[config.mk]
export PLATFORM = sky130hd
export DESIGN_NAME = length_prefixed_token_frame_parser
export DESIGN_NICKNAME = d
export VERILOG_FILES = /design/src/lptf_pkg.sv /design/src/lptf_step.sv /design/src/length_prefixed_token_frame_parser.sv
export SDC_FILE = /design/constraint.sdc
export NUM_CORES = 1
export LEC_CHECK = 0
export ABC_AREA = 1
export BUFFER_PORTS_ARGS = -buffer_cell sky130_fd_sc_hd__buf_4
export CORE_AREA = 2 2 165 248
export CTS_BUF_LIST = sky130_fd_sc_hd__clkbuf_16
export DETAILED_ROUTE_END_ITERATION = 10
export DIE_AREA = 0 0 167 250
export REMOVE_ABC_BUFFERS = 1
export SETUP_SLACK_MARGIN = 0.15
export SYNTH_ARGS = -nofsm -noshare
export SYNTH_HDL_FRONTEND = slang
export SYNTH_SLANG_ARGS = --single-unit
[constraint.sdc]
create_clock -name aclk -period 4.8 [get_ports aclk]
set_clock_uncertainty 0.05 [all_clocks]
set_input_delay 0 -clock aclk [delete_from_list [all_inputs] [get_ports aclk]]
set_output_delay 0 -clock aclk [all_outputs]
set_load 0.02 [all_outputs]
[src/lptf_pkg.sv]
// types, codes and constants for the length-prefixed token frame parser
// no dependencies; imported by every module of the block
package lptf_pkg;

    localparam int FIELD_BYTES = 4;
    localparam int FCNT_W      = $clog2(FIELD_BYTES);
    localparam logic [15:0] MAX_TOKENS_RESET = 16'd1024;

    typedef enum logic [1:0] {
        PH_COUNT   = 2'd0,
        PH_LENGTH  = 2'd1,
        PH_PAYLOAD = 2'd2,
        PH_DONE    = 2'd3
    } phase_t;

    localparam logic [1:0] ROLE_COUNT   = 2'd0;
    localparam logic [1:0] ROLE_LENGTH  = 2'd1;
    localparam logic [1:0] ROLE_PAYLOAD = 2'd2;
    localparam logic [1:0] ROLE_IGNORED = 2'd3;

    localparam logic [1:0] ERR_NONE     = 2'd0;
    localparam logic [1:0] ERR_TOO_MANY = 2'd1;
    localparam logic [1:0] ERR_TRUNC    = 2'd2;
    localparam logic [1:0] ERR_TRAIL    = 2'd3;

    typedef struct packed {
        logic [7:0] data_byte;
        logic       frame_last;
    } in_beat_t;

    typedef struct packed {
        logic [1:0]  byte_role;
        logic [15:0] token_index;
        logic [7:0]  payload_byte;
        logic [31:0] token_length;
        logic        token_last;
        logic        frame_done;
        logic        frame_ok;
        logic [1:0]  error_kind;
    } out_beat_t;

    typedef struct packed {
        phase_t            phase;
        logic [FCNT_W-1:0] field_byte_count;
        logic [31:0]       field_accumulator;
        logic [31:0]       tokens_expected;
        logic [31:0]       tokens_done;
        logic [31:0]       payload_left;
        logic [1:0]        error_seen;
    } parse_state_t;

    localparam parse_state_t STATE_RESET = '{
        phase:             PH_COUNT,
        field_byte_count:  '0,
        field_accumulator: '0,
        tokens_expected:   '0,
        tokens_done:       '0,
        payload_left:      '0,
        error_seen:        ERR_NONE
    };

endpackage

[src/lptf_step.sv]
// per-beat parse logic: next frame state and result beat for one input byte
// depends on lptf_pkg
module lptf_step
    import lptf_pkg::*;
(
    input  parse_state_t st,
    input  in_beat_t     beat,
    input  logic [15:0]  max_tokens,
    output parse_state_t st_next,
    output out_beat_t    res
);

    logic        field_full;
    logic [31:0] field_value;
    logic [31:0] acc_lane;
    logic [31:0] done_inc;
    logic [31:0] left_dec;
    phase_t      finish_phase;

    assign field_full  = (st.field_byte_count == FCNT_W'(FIELD_BYTES - 1));
    assign field_value = {beat.data_byte, st.field_accumulator[23:0]};
    assign done_inc    = st.tokens_done + 32'd1;
    assign left_dec    = st.payload_left - 32'd1;
    assign finish_phase = (done_inc >= st.tokens_expected) ? PH_DONE : PH_LENGTH;

    always_comb begin
        acc_lane = st.field_accumulator;
        acc_lane[8*st.field_byte_count +: 8] = beat.data_byte;
    end

    always_comb begin
        st_next = st;
        res     = '0;
        res.byte_role  = ROLE_IGNORED;
        res.frame_done = beat.frame_last;

        if (st.error_seen != ERR_NONE) begin
            res.byte_role = ROLE_IGNORED;
        end else begin
            case (st.phase)
                PH_COUNT: begin
                    res.byte_role = ROLE_COUNT;
                    if (field_full) begin
                        st_next.field_byte_count  = '0;
                        st_next.field_accumulator = '0;
                        st_next.tokens_expected   = field_value;
                        if (field_value > {16'd0, max_tokens}) begin
                            st_next.error_seen = ERR_TOO_MANY;
                        end else if (field_value == 32'd0) begin
                            st_next.phase = PH_DONE;
                        end else begin
                            st_next.phase = PH_LENGTH;
                        end
                    end else begin
                        st_next.field_byte_count  = st.field_byte_count + FCNT_W'(1);
                        st_next.field_accumulator = acc_lane;
                    end
                end
                PH_LENGTH: begin
                    res.byte_role   = ROLE_LENGTH;
                    res.token_index = st.tokens_done[15:0];
                    if (field_full) begin
                        st_next.field_byte_count  = '0;
                        st_next.field_accumulator = '0;
                        res.token_length          = field_value;
                        if (field_value == 32'd0) begin
                            res.token_last      = 1'b1;
                            st_next.tokens_done = done_inc;
                            st_next.phase       = finish_phase;
                        end else begin
                            st_next.payload_left = field_value;
                            st_next.phase        = PH_PAYLOAD;
                        end
                    end else begin
                        st_next.field_byte_count  = st.field_byte_count + FCNT_W'(1);
                        st_next.field_accumulator = acc_lane;
                    end
                end
                PH_PAYLOAD: begin
                    res.byte_role        = ROLE_PAYLOAD;
                    res.token_index      = st.tokens_done[15:0];
                    res.payload_byte     = beat.data_byte;
                    st_next.payload_left = left_dec;
                    if (left_dec == 32'd0) begin
                        res.token_last      = 1'b1;
                        st_next.tokens_done = done_inc;
                        st_next.phase       = finish_phase;
                    end
                end
                default: begin
                    res.byte_role      = ROLE_IGNORED;
                    st_next.error_seen = ERR_TRAIL;
                end
            endcase
        end

        // verdict on the frame's last beat, then back to the start state
        if (beat.frame_last) begin
            if (st_next.error_seen != ERR_NONE) begin
                res.error_kind = st_next.error_seen;
            end else if (st_next.phase == PH_DONE) begin
                res.frame_ok = 1'b1;
            end else begin
                res.error_kind = ERR_TRUNC;
            end
            st_next = STATE_RESET;
        end
    end

endmodule

[src/length_prefixed_token_frame_parser.sv]
// top level of the length-prefixed token frame parser: beat registers,
// frame state, max_tokens register; depends on lptf_pkg and lptf_step
//
// Usage:
//   s_valid/s_ready/s_data take the request frame one byte per beat, with
//   frame_last set on the final byte. Every input beat yields exactly one
//   result beat on m_valid/m_ready/m_data: the byte's role, its token index,
//   payload byte, decoded token length, token end mark and, on the last
//   byte, the frame verdict (frame_ok or error_kind).
//   cfg_valid/cfg_ready/cfg_data write max_tokens (reset value 1024); write
//   it only between frames while no beat is in flight. cfg_ready is always 1.
//   Throughput: one byte per clock unless m_ready stalls the result. A byte
//   passes from the input register through the parse logic to the result
//   register; the state update of one byte is combinational 32-bit add and
//   compare logic, so bytes can follow back to back.
//   Reset (aresetn low, synchronous) empties both beat registers, returns the
//   frame state to the count phase and restores max_tokens.
//   When m_ready is low a full result register holds; an empty input
//   register takes one more byte, then s_ready drops until the result drains.
module length_prefixed_token_frame_parser
    import lptf_pkg::*;
(
    input  logic        aclk,
    input  logic        aresetn,
    input  logic        s_valid,
    output logic        s_ready,
    input  in_beat_t    s_data,
    output logic        m_valid,
    input  logic        m_ready,
    output out_beat_t   m_data,
    input  logic        cfg_valid,
    output logic        cfg_ready,
    input  logic [15:0] cfg_data
);

    logic         in_valid_reg,   in_valid_next;
    in_beat_t     in_beat_reg,    in_beat_next;
    logic         out_valid_reg,  out_valid_next;
    out_beat_t    out_beat_reg,   out_beat_next;
    parse_state_t state_reg,      state_next;
    logic [15:0]  max_tokens_reg, max_tokens_next;

    parse_state_t step_state;
    out_beat_t    step_res;
    logic         advance;

    lptf_step u_step (
        .st         (state_reg),
        .beat       (in_beat_reg),
        .max_tokens (max_tokens_reg),
        .st_next    (step_state),
        .res        (step_res)
    );

    assign advance   = in_valid_reg && (!out_valid_reg || m_ready);
    assign s_ready   = !in_valid_reg || advance;
    assign m_valid   = out_valid_reg;
    assign m_data    = out_beat_reg;
    assign cfg_ready = 1'b1;

    always_comb begin
        in_valid_next   = in_valid_reg;
        in_beat_next    = in_beat_reg;
        out_valid_next  = out_valid_reg;
        out_beat_next   = out_beat_reg;
        state_next      = state_reg;
        max_tokens_next = max_tokens_reg;

        if (s_valid && s_ready) begin
            in_valid_next = 1'b1;
            in_beat_next  = s_data;
        end else if (advance) begin
            in_valid_next = 1'b0;
        end

        if (advance) begin
            out_valid_next = 1'b1;
            out_beat_next  = step_res;
            state_next     = step_state;
        end else if (m_ready) begin
            out_valid_next = 1'b0;
        end

        if (cfg_valid && cfg_ready) begin
            max_tokens_next = cfg_data;
        end
    end

    always_ff @(posedge aclk) begin
        if (!aresetn) begin
            in_valid_reg   <= 1'b0;
            out_valid_reg  <= 1'b0;
            state_reg      <= STATE_RESET;
            max_tokens_reg <= MAX_TOKENS_RESET;
        end else begin
            in_valid_reg   <= in_valid_next;
            out_valid_reg  <= out_valid_next;
            state_reg      <= state_next;
            max_tokens_reg <= max_tokens_next;
        end
    end

    // beat payloads
    always_ff @(posedge aclk) begin
        in_beat_reg  <= in_beat_next;
        out_beat_reg <= out_beat_next;
    end

endmodule
-- Word level (Yosys, flattened, before mapping)
Cells that the tools add are included.
- multiplexer cells: 35
- $add $sub $neg: 4
- shifts and indexed selects: 2
- eq/ne operators: 9
- reduce and logical (&&, ||, !) cells: 27
- magnitude comparators: 2
- bitwise logic cells: 5
- operators by type and width (cell ; count):
    134-bit two-way mux ; 2
    32-bit two-way mux ; 5
    64-bit one-hot mux with 2 select lines ; 1
    34-bit two-way mux ; 2
    32-bit logical NOT ; 2
    64-bit two-way mux ; 1
    5-bit negation with 34-bit output ; 1
    8-bit by 34-bit variable shift with 32-bit output (first input constant) ; 1
    8-bit by 34-bit indexed part select with 32-bit output ; 1
    32-bit by 1-bit adder with 32-bit output (second input constant) ; 1
    32-bit bitwise mux ; 1
    32-bit >= comparator ; 1
    32-bit by 16-bit greater-than comparator with 1-bit output ; 1
    32-bit by 1-bit subtractor with 32-bit output (second input constant) ; 1
    2-bit two-way mux ; 11
    2-bit nonzero test ; 7
    2-bit one-hot mux with 3 select lines ; 2
    2-bit OR reduction ; 5
    3-bit by 2-bit inequality test with 1-bit output (second input constant) ; 3
    1-bit two-way mux ; 8
    2-bit equality test (second input constant) ; 3
    6-bit AND reduction ; 1
    1-bit NOT ; 5
    5-bit AND reduction ; 1
    14 further kinds ; 17
- input bits: 30
- logic and storage cells: 104
- register bits after elaboration: 224
- output and inout bits: 66

-- Longest topological paths before layout
- depth after elaboration: 10
- gate-level depth with buffers: 29
- mapped depth without buffers: 29

-- Cells and area by module
From an unflattened synthesis, not the netlist that was laid out.
- cell total of the unflattened synthesis: 2434
- area, all modules: 15696.3 µm²
- modules (own cells, without submodules) (module ; area each (µm²) ; cells an instance ; seq. area each (µm²) ; instances):
    length_prefixed_token_frame_parser ; 8728.4 ; 1034 ; 5205.0 ; 1
    lptf_step ; 6967.9 ; 1400 ; 0.0 ; 1

-- Worst setup path before layout
OpenSTA, ideal clock, no wires.
- path kind: flip-flop to flip-flop
- start point: register state_reg[34] (netlist bit)
- end point: register out_beat_reg (netlist bit m_data[2]) (data pin)
- clock period less this slack: 3.348 ns
- arrival time: 3.044 ns
- library setup time: 0.253 ns
- data required time: 4.497 ns
- buffers on the path: 0
- stages on the path, launching flop included: 29
- setup slack: 1.452 ns
- cell sequence: dfxtp_1 ha_1 nand2_1 inv_1 nand2_1 nor2_1 nand3_1 nor2_1 nand2_1 nor2_1 nand4_1 or2_2 nand2_1 inv_1 ha_1 nand2_1 nor2_1 nand2_1 inv_1 a21oi_1 nand2_1 nor2_1 nand2_1 nand2_1 nand2_1 nor2_1 nand2_1 nand3_1 nor2_1
- longest elaborated chain between the ends: 9
- elaborated cells between the ends (all ways): 10
- classes of those cells: 1 x add/sub; 1 x order compare; 1 x eq/ne; 7 x mux
- ends and longest elaborated chain (element ; RTL line ; text):
    from (decl) ; length_prefixed_token_frame_parser.sv:40 ; parse_state_t state_reg, state_next;
    from (signal assigned) ; length_prefixed_token_frame_parser.sv:98 ; state_reg <= state_next;
    32-bit by 1-bit adder with 32-bit output (*) ; lptf_step.sv:22 ; assign done_inc = st.tokens_done + 32'd1;
    32-bit >= comparator (*) ; lptf_step.sv:24 ; assign finish_phase = (done_inc >= st.tokens_expected) ? PH_DONE : PH_LENGTH;
    2-bit two-way mux (*) ; lptf_step.sv:24 ;
    2-bit two-way mux ; lptf_step.sv:66 ; if (field_value == 32'd0) begin
    2-bit two-way mux ; lptf_step.sv:62 ; if (field_full) begin
    2-bit one-hot mux with 3 select lines (*) ; lptf_step.sv:40 ; case (st.phase)
    134-bit two-way mux (*) ; lptf_step.sv:37 ; if (st.error_seen != ERR_NONE) begin
    2-bit equality test (*) ; lptf_step.sv:101 ; end else if (st_next.phase == PH_DONE) begin
    1-bit two-way mux (*) ; lptf_step.sv:101 ;
    to (signal assigned) ; length_prefixed_token_frame_parser.sv:106 ; out_beat_reg <= out_beat_next;
    to (decl) ; length_prefixed_token_frame_parser.sv:39 ; out_beat_t out_beat_reg, out_beat_next;
Every way passes the cells marked *; elsewhere a longest branch is shown, timed or not. The select of a mux whose other input is x is not followed.
A chain may end at the register's enable or synchronous reset.

-- Worst setup path in the final report
Same ends and word-level chain as after synthesis.

==> results.rst <==
.. list-table::
   :header-rows: 1

   * - Metric
     - Value
   * - Outcome
     - completed
   * - Register-to-Register Path Depth
     - 27
   * - Die boundary width
     - 167 um
   * - Top library cells by usage in the layout, fill and taps aside
     - sky130_fd_sc_hd__nand2_1 (323), sky130_fd_sc_hd__inv_1 (213), sky130_fd_sc_hd__nor2_1 (210), sky130_fd_sc_hd__a21oi_1 (162), sky130_fd_sc_hd__dfxtp_1 (144)
   * - Total of buffers placed on input and output ports
     - 94
   * - Termination of the worst setup path
     - m_data[2]
   * - Accumulated negative setup slack
     - 0 ns
   * - Diode count
     - 0
   * - Number of placed I/O pins
     - 96
   * - Reported max-cap violation count
     - 0
   * - Cells after synthesis
     - 1590
   * - Detailed placer's ending HPWL
     - 27700 um
   * - P&R area growth vs syn
     - 20.4%
   * - Total vias in the final route
     - 10982
   * - Crit path required time
     - 5.04 ns
   * - Number of flip-flops under the largest register name
     - 126
   * - Maximum fanout count along the critical path
     - 5
   * - Met3 wire length
     - 1510 um
   * - End of the worst register-to-register path
     - m_data[2]
   * - Logic pwr share
     - 13.1%
   * - Leakage
     - 5.98 nW
   * - NetSw
     - 0.00116 W
   * - First-pass GRT wire length
     - 58300 um
   * - Crit path buffers/inverters
     - 1
   * - Launch point of the worst reg-to-reg path
     - state_reg[34]
   * - Cell occurring most often along the worst timing path
     - sky130_fd_sc_hd__nor2_1
   * - Pin count of the biggest net entering global routing
     - 53
   * - Number of cells on the critical path
     - 27
   * - Cell count of the worst hold path
     - 3
   * - CTS max path bufs
     - 3
   * - Clock root buffer master
     - sky130_fd_sc_hd__clkbuf_16
   * - Floorplan core area
     - 0.0398 mm^2
   * - Top Metal Used
     - met4
   * - Min Tclk post-route
     - 4.04 ns
   * - Switching Fraction
     - 26.7%
   * - Reg power frac
     - 46.1%
   * - Met2 routed wirelength
     - 19700 um
   * - Startpoint Class
     - flip-flop
   * - CTS tree
     - yes
   * - Kind of cell with the highest combined delay on the critical path
     - simple AND/OR/NAND/NOR gates
   * - Buffers inserted during post-CTS setup optimization
     - 0
   * - Distinct cell type count of the synthesized netlist
     - 46
   * - Final Core Density
     - 35.7%
   * - Starting density of the core
     - 29.6%
   * - NumNets Final
     - 1798
   * - Total of fill cells in the finished design
     - 4103
   * - Worst vdd rail ir drop
     - 185 uV
   * - Full die area
     - 0.0418 mm^2
   * - Synthesis warning total
     - 0
   * - Met1 WL
     - 13500 um
   * - Sequential cell area fraction in the yosys report
     - 42.8%
   * - Internal power
     - 0.00318 W
   * - Fmax
     - 0.248 GHz
   * - Aggregate global-route resource usage
     - 17.5%
   * - Unrepaired setup endpoints after global routing
     - no
   * - Pins over their slew limit
     - 0
   * - CTS clock-pin slew for the worst setup and hold paths
     - 0.06 ns
   * - Final weighted congestion in routability-driven placement
     - 0.906
   * - Via count of the first global-routing pass
     - 10896
   * - Worst hold-check slack
     - 0.0929 ns
   * - Number of clock sinks
     - 216
   * - Die Y
     - 250 um
   * - Pwr Density
     - 306 mW/mm^2
   * - Remaining DRCs
     - 0
   * - Initial antenna violation count
     - 0
   * - Worst setup path startpoint
     - state_reg[34]
   * - Total chip power
     - 0.00434 W
   * - Clock buffers created by TritonCTS
     - 22
   * - Class of the tightest hold or removal check
     - in2reg
   * - Share of the cycle needed by the critical path after routing
     - 84.1%
   * - Non-filler cells in the finished layout
     - 2231
   * - Starting DRT DRC Count
     - 623
   * - Actual transition at the worst max-transition pin
     - 0.977 ns
   * - Avg Synthesized Cell Area
     - 7.41 um^2
   * - Insertion delay to the later sink of the worst-skew pair
     - 0.53 ns
   * - Total number of placement rows
     - 90
   * - Placed insts
     - 2144
   * - Endpoint kind of the worst setup timing path
     - flip-flop
   * - Detailed Routing Iterations Pass 1
     - 7
   * - Cell area after technology mapping
     - 0.0118 mm^2
   * - Worst Path Arrival
     - 4.27 ns
   * - Routed wirelength normalized by instance count
     - 16.7 um
   * - Max_slew headroom
     - 34.8%
   * - Aggregate global routing overflow
     - 0
   * - FF-to-FF setup slack
     - 0.76 ns
   * - Part of the power in the clock network
     - 40.8%
   * - Hold Vio Cnt, Final
     - 0
   * - Leading cell type in the layout, fill and taps excluded
     - sky130_fd_sc_hd__nand2_1
   * - Cell with the largest stage delay on the worst path
     - sky130_fd_sc_hd__dfxtp_1
   * - Total wire length after detailed routing
     - 37200 um
   * - Final setup viols
     - 0
   * - Setup Crit Path Kind
     - reg2reg
   * - Final antenna-violating net count
     - 0
   * - Total number of H-tree levels
     - 1
   * - Number of synthesized register bits
     - 216
   * - Share of cells above drive strength 1
     - 10.1%
   * - Delay contributed by the slowest stage of the critical path
     - 0.40 ns
   * - Drt via density
     - 4.92
## timing repair
item | CTS | global route
hold buffers | 47 | 0
gates resized for setup | 0 | 0
hold endpoints to repair | 57 | 0
## power by group through the flow
stage	combinational, W	sequential, W	clock [W]
global placement	0.000523	0.00204	0
detailed placement	0.000532	0.00204	0
floorplan	0.000314	0.00205	0
global route	0.000634	0.00201	0.00188
CTS	0.000567	0.00200	0.00181
finish	0.000567	0.00200	0.00177
## tightest hold or removal path, cell delays in order
cell and delay (ns):
sky130_fd_sc_hd__buf_4 0.10, sky130_fd_sc_hd__inv_1 0.30, sky130_fd_sc_hd__a21oi_1 0.22
## cell usage after synthesis (all sizes together)
library cell,count,area share (%)
a2111oi,1,0.074
a211oi,36,2.3
a21o,1,0.064
a21oi,162,6.9
a22oi,5,0.32
a31oi,10,0.53
a32oi,4,0.30
a41oi,1,0.074
and2,2,0.11
and3,1,0.053
and3b,1,0.074
buf,16,0.82
clkbuf,46,1.5
clkinv,2,0.074
conb,1,0.032
dfxtp,144,24
edfxtp,72,18
ha,59,6.3
inv,215,6.9
nand2,328,11
nand3,77,3.3
nand3b,3,0.19
nand4,32,1.7
nor2,226,7.8
nor3,22,0.98
nor3b,1,0.11
nor4,4,0.21
o211ai,8,0.51
o21a,1,0.064
o21ai,79,3.4
o21bai,1,0.064
or2,2,0.11
or4,1,0.064
xnor2,4,0.30
xor2,22,1.6
## cells by family after synthesis
logic type | after synthesis | synth area share, %
AOI/OAI and AO/OA | 309 | 14.5
xor gates and xnor gates | 26 | 1.93
adders and majority gates | 59 | 6.27
buffers and inverters | 279 | 9.22
DFF | 216 | 42.8
other | 1 | 0.0318
and+or+nand+nor | 700 | 25.2
## per-stage QoR
| step | instance area (um^2) | setup WS [ns] |
|---|---|---|
| 3_5_place_dp | 13000 | 0.761 |
| 2_1_floorplan | 11500 | 1.22 |
| 3_3_place_gp | 13000 | 0.834 |
| 6_report | 14200 | 0.762 |
| 5_1_grt | 14200 | 0.183 |
| 4_1_cts | 14200 | 0.764 |
## cell type report
| cell class | count | area [um^2] | share of cell area (%) |
|---|---|---|---|
| multi-input combinational | 1095 | 5650 | 39.9 |
| sequential | 216 | 5040 | 35.6 |
| timing repair buffer | 157 | 1300 | 9.14 |
| inverter | 217 | 816 | 5.75 |
| tap | 506 | 633 | 4.47 |
| clock buffer | 23 | 576 | 4.06 |
| clock inverter | 17 | 160 | 1.13 |
## metal layers
metal,vias to the layer above,global-route usage [%]
met5,-,0
met4,0,11.4
met3,105,1.82
met2,303,33.3
met1,5099,17.9
li1,5475,-
## how the worst min path moves through the flow
stage	from	end
3_3_place_gp	s_data[2]	in_beat_reg[2]
6_report	cfg_valid	max_tokens_reg[4]
5_1_grt	s_data[1]	in_beat_reg[1]
3_5_place_dp	s_data[0]	in_beat_reg[0]
2_1_floorplan	s_data[0]	in_beat_reg[0]
4_1_cts	cfg_valid	max_tokens_reg[4]
No activity file was read; power rests on OpenSTA's default activity.
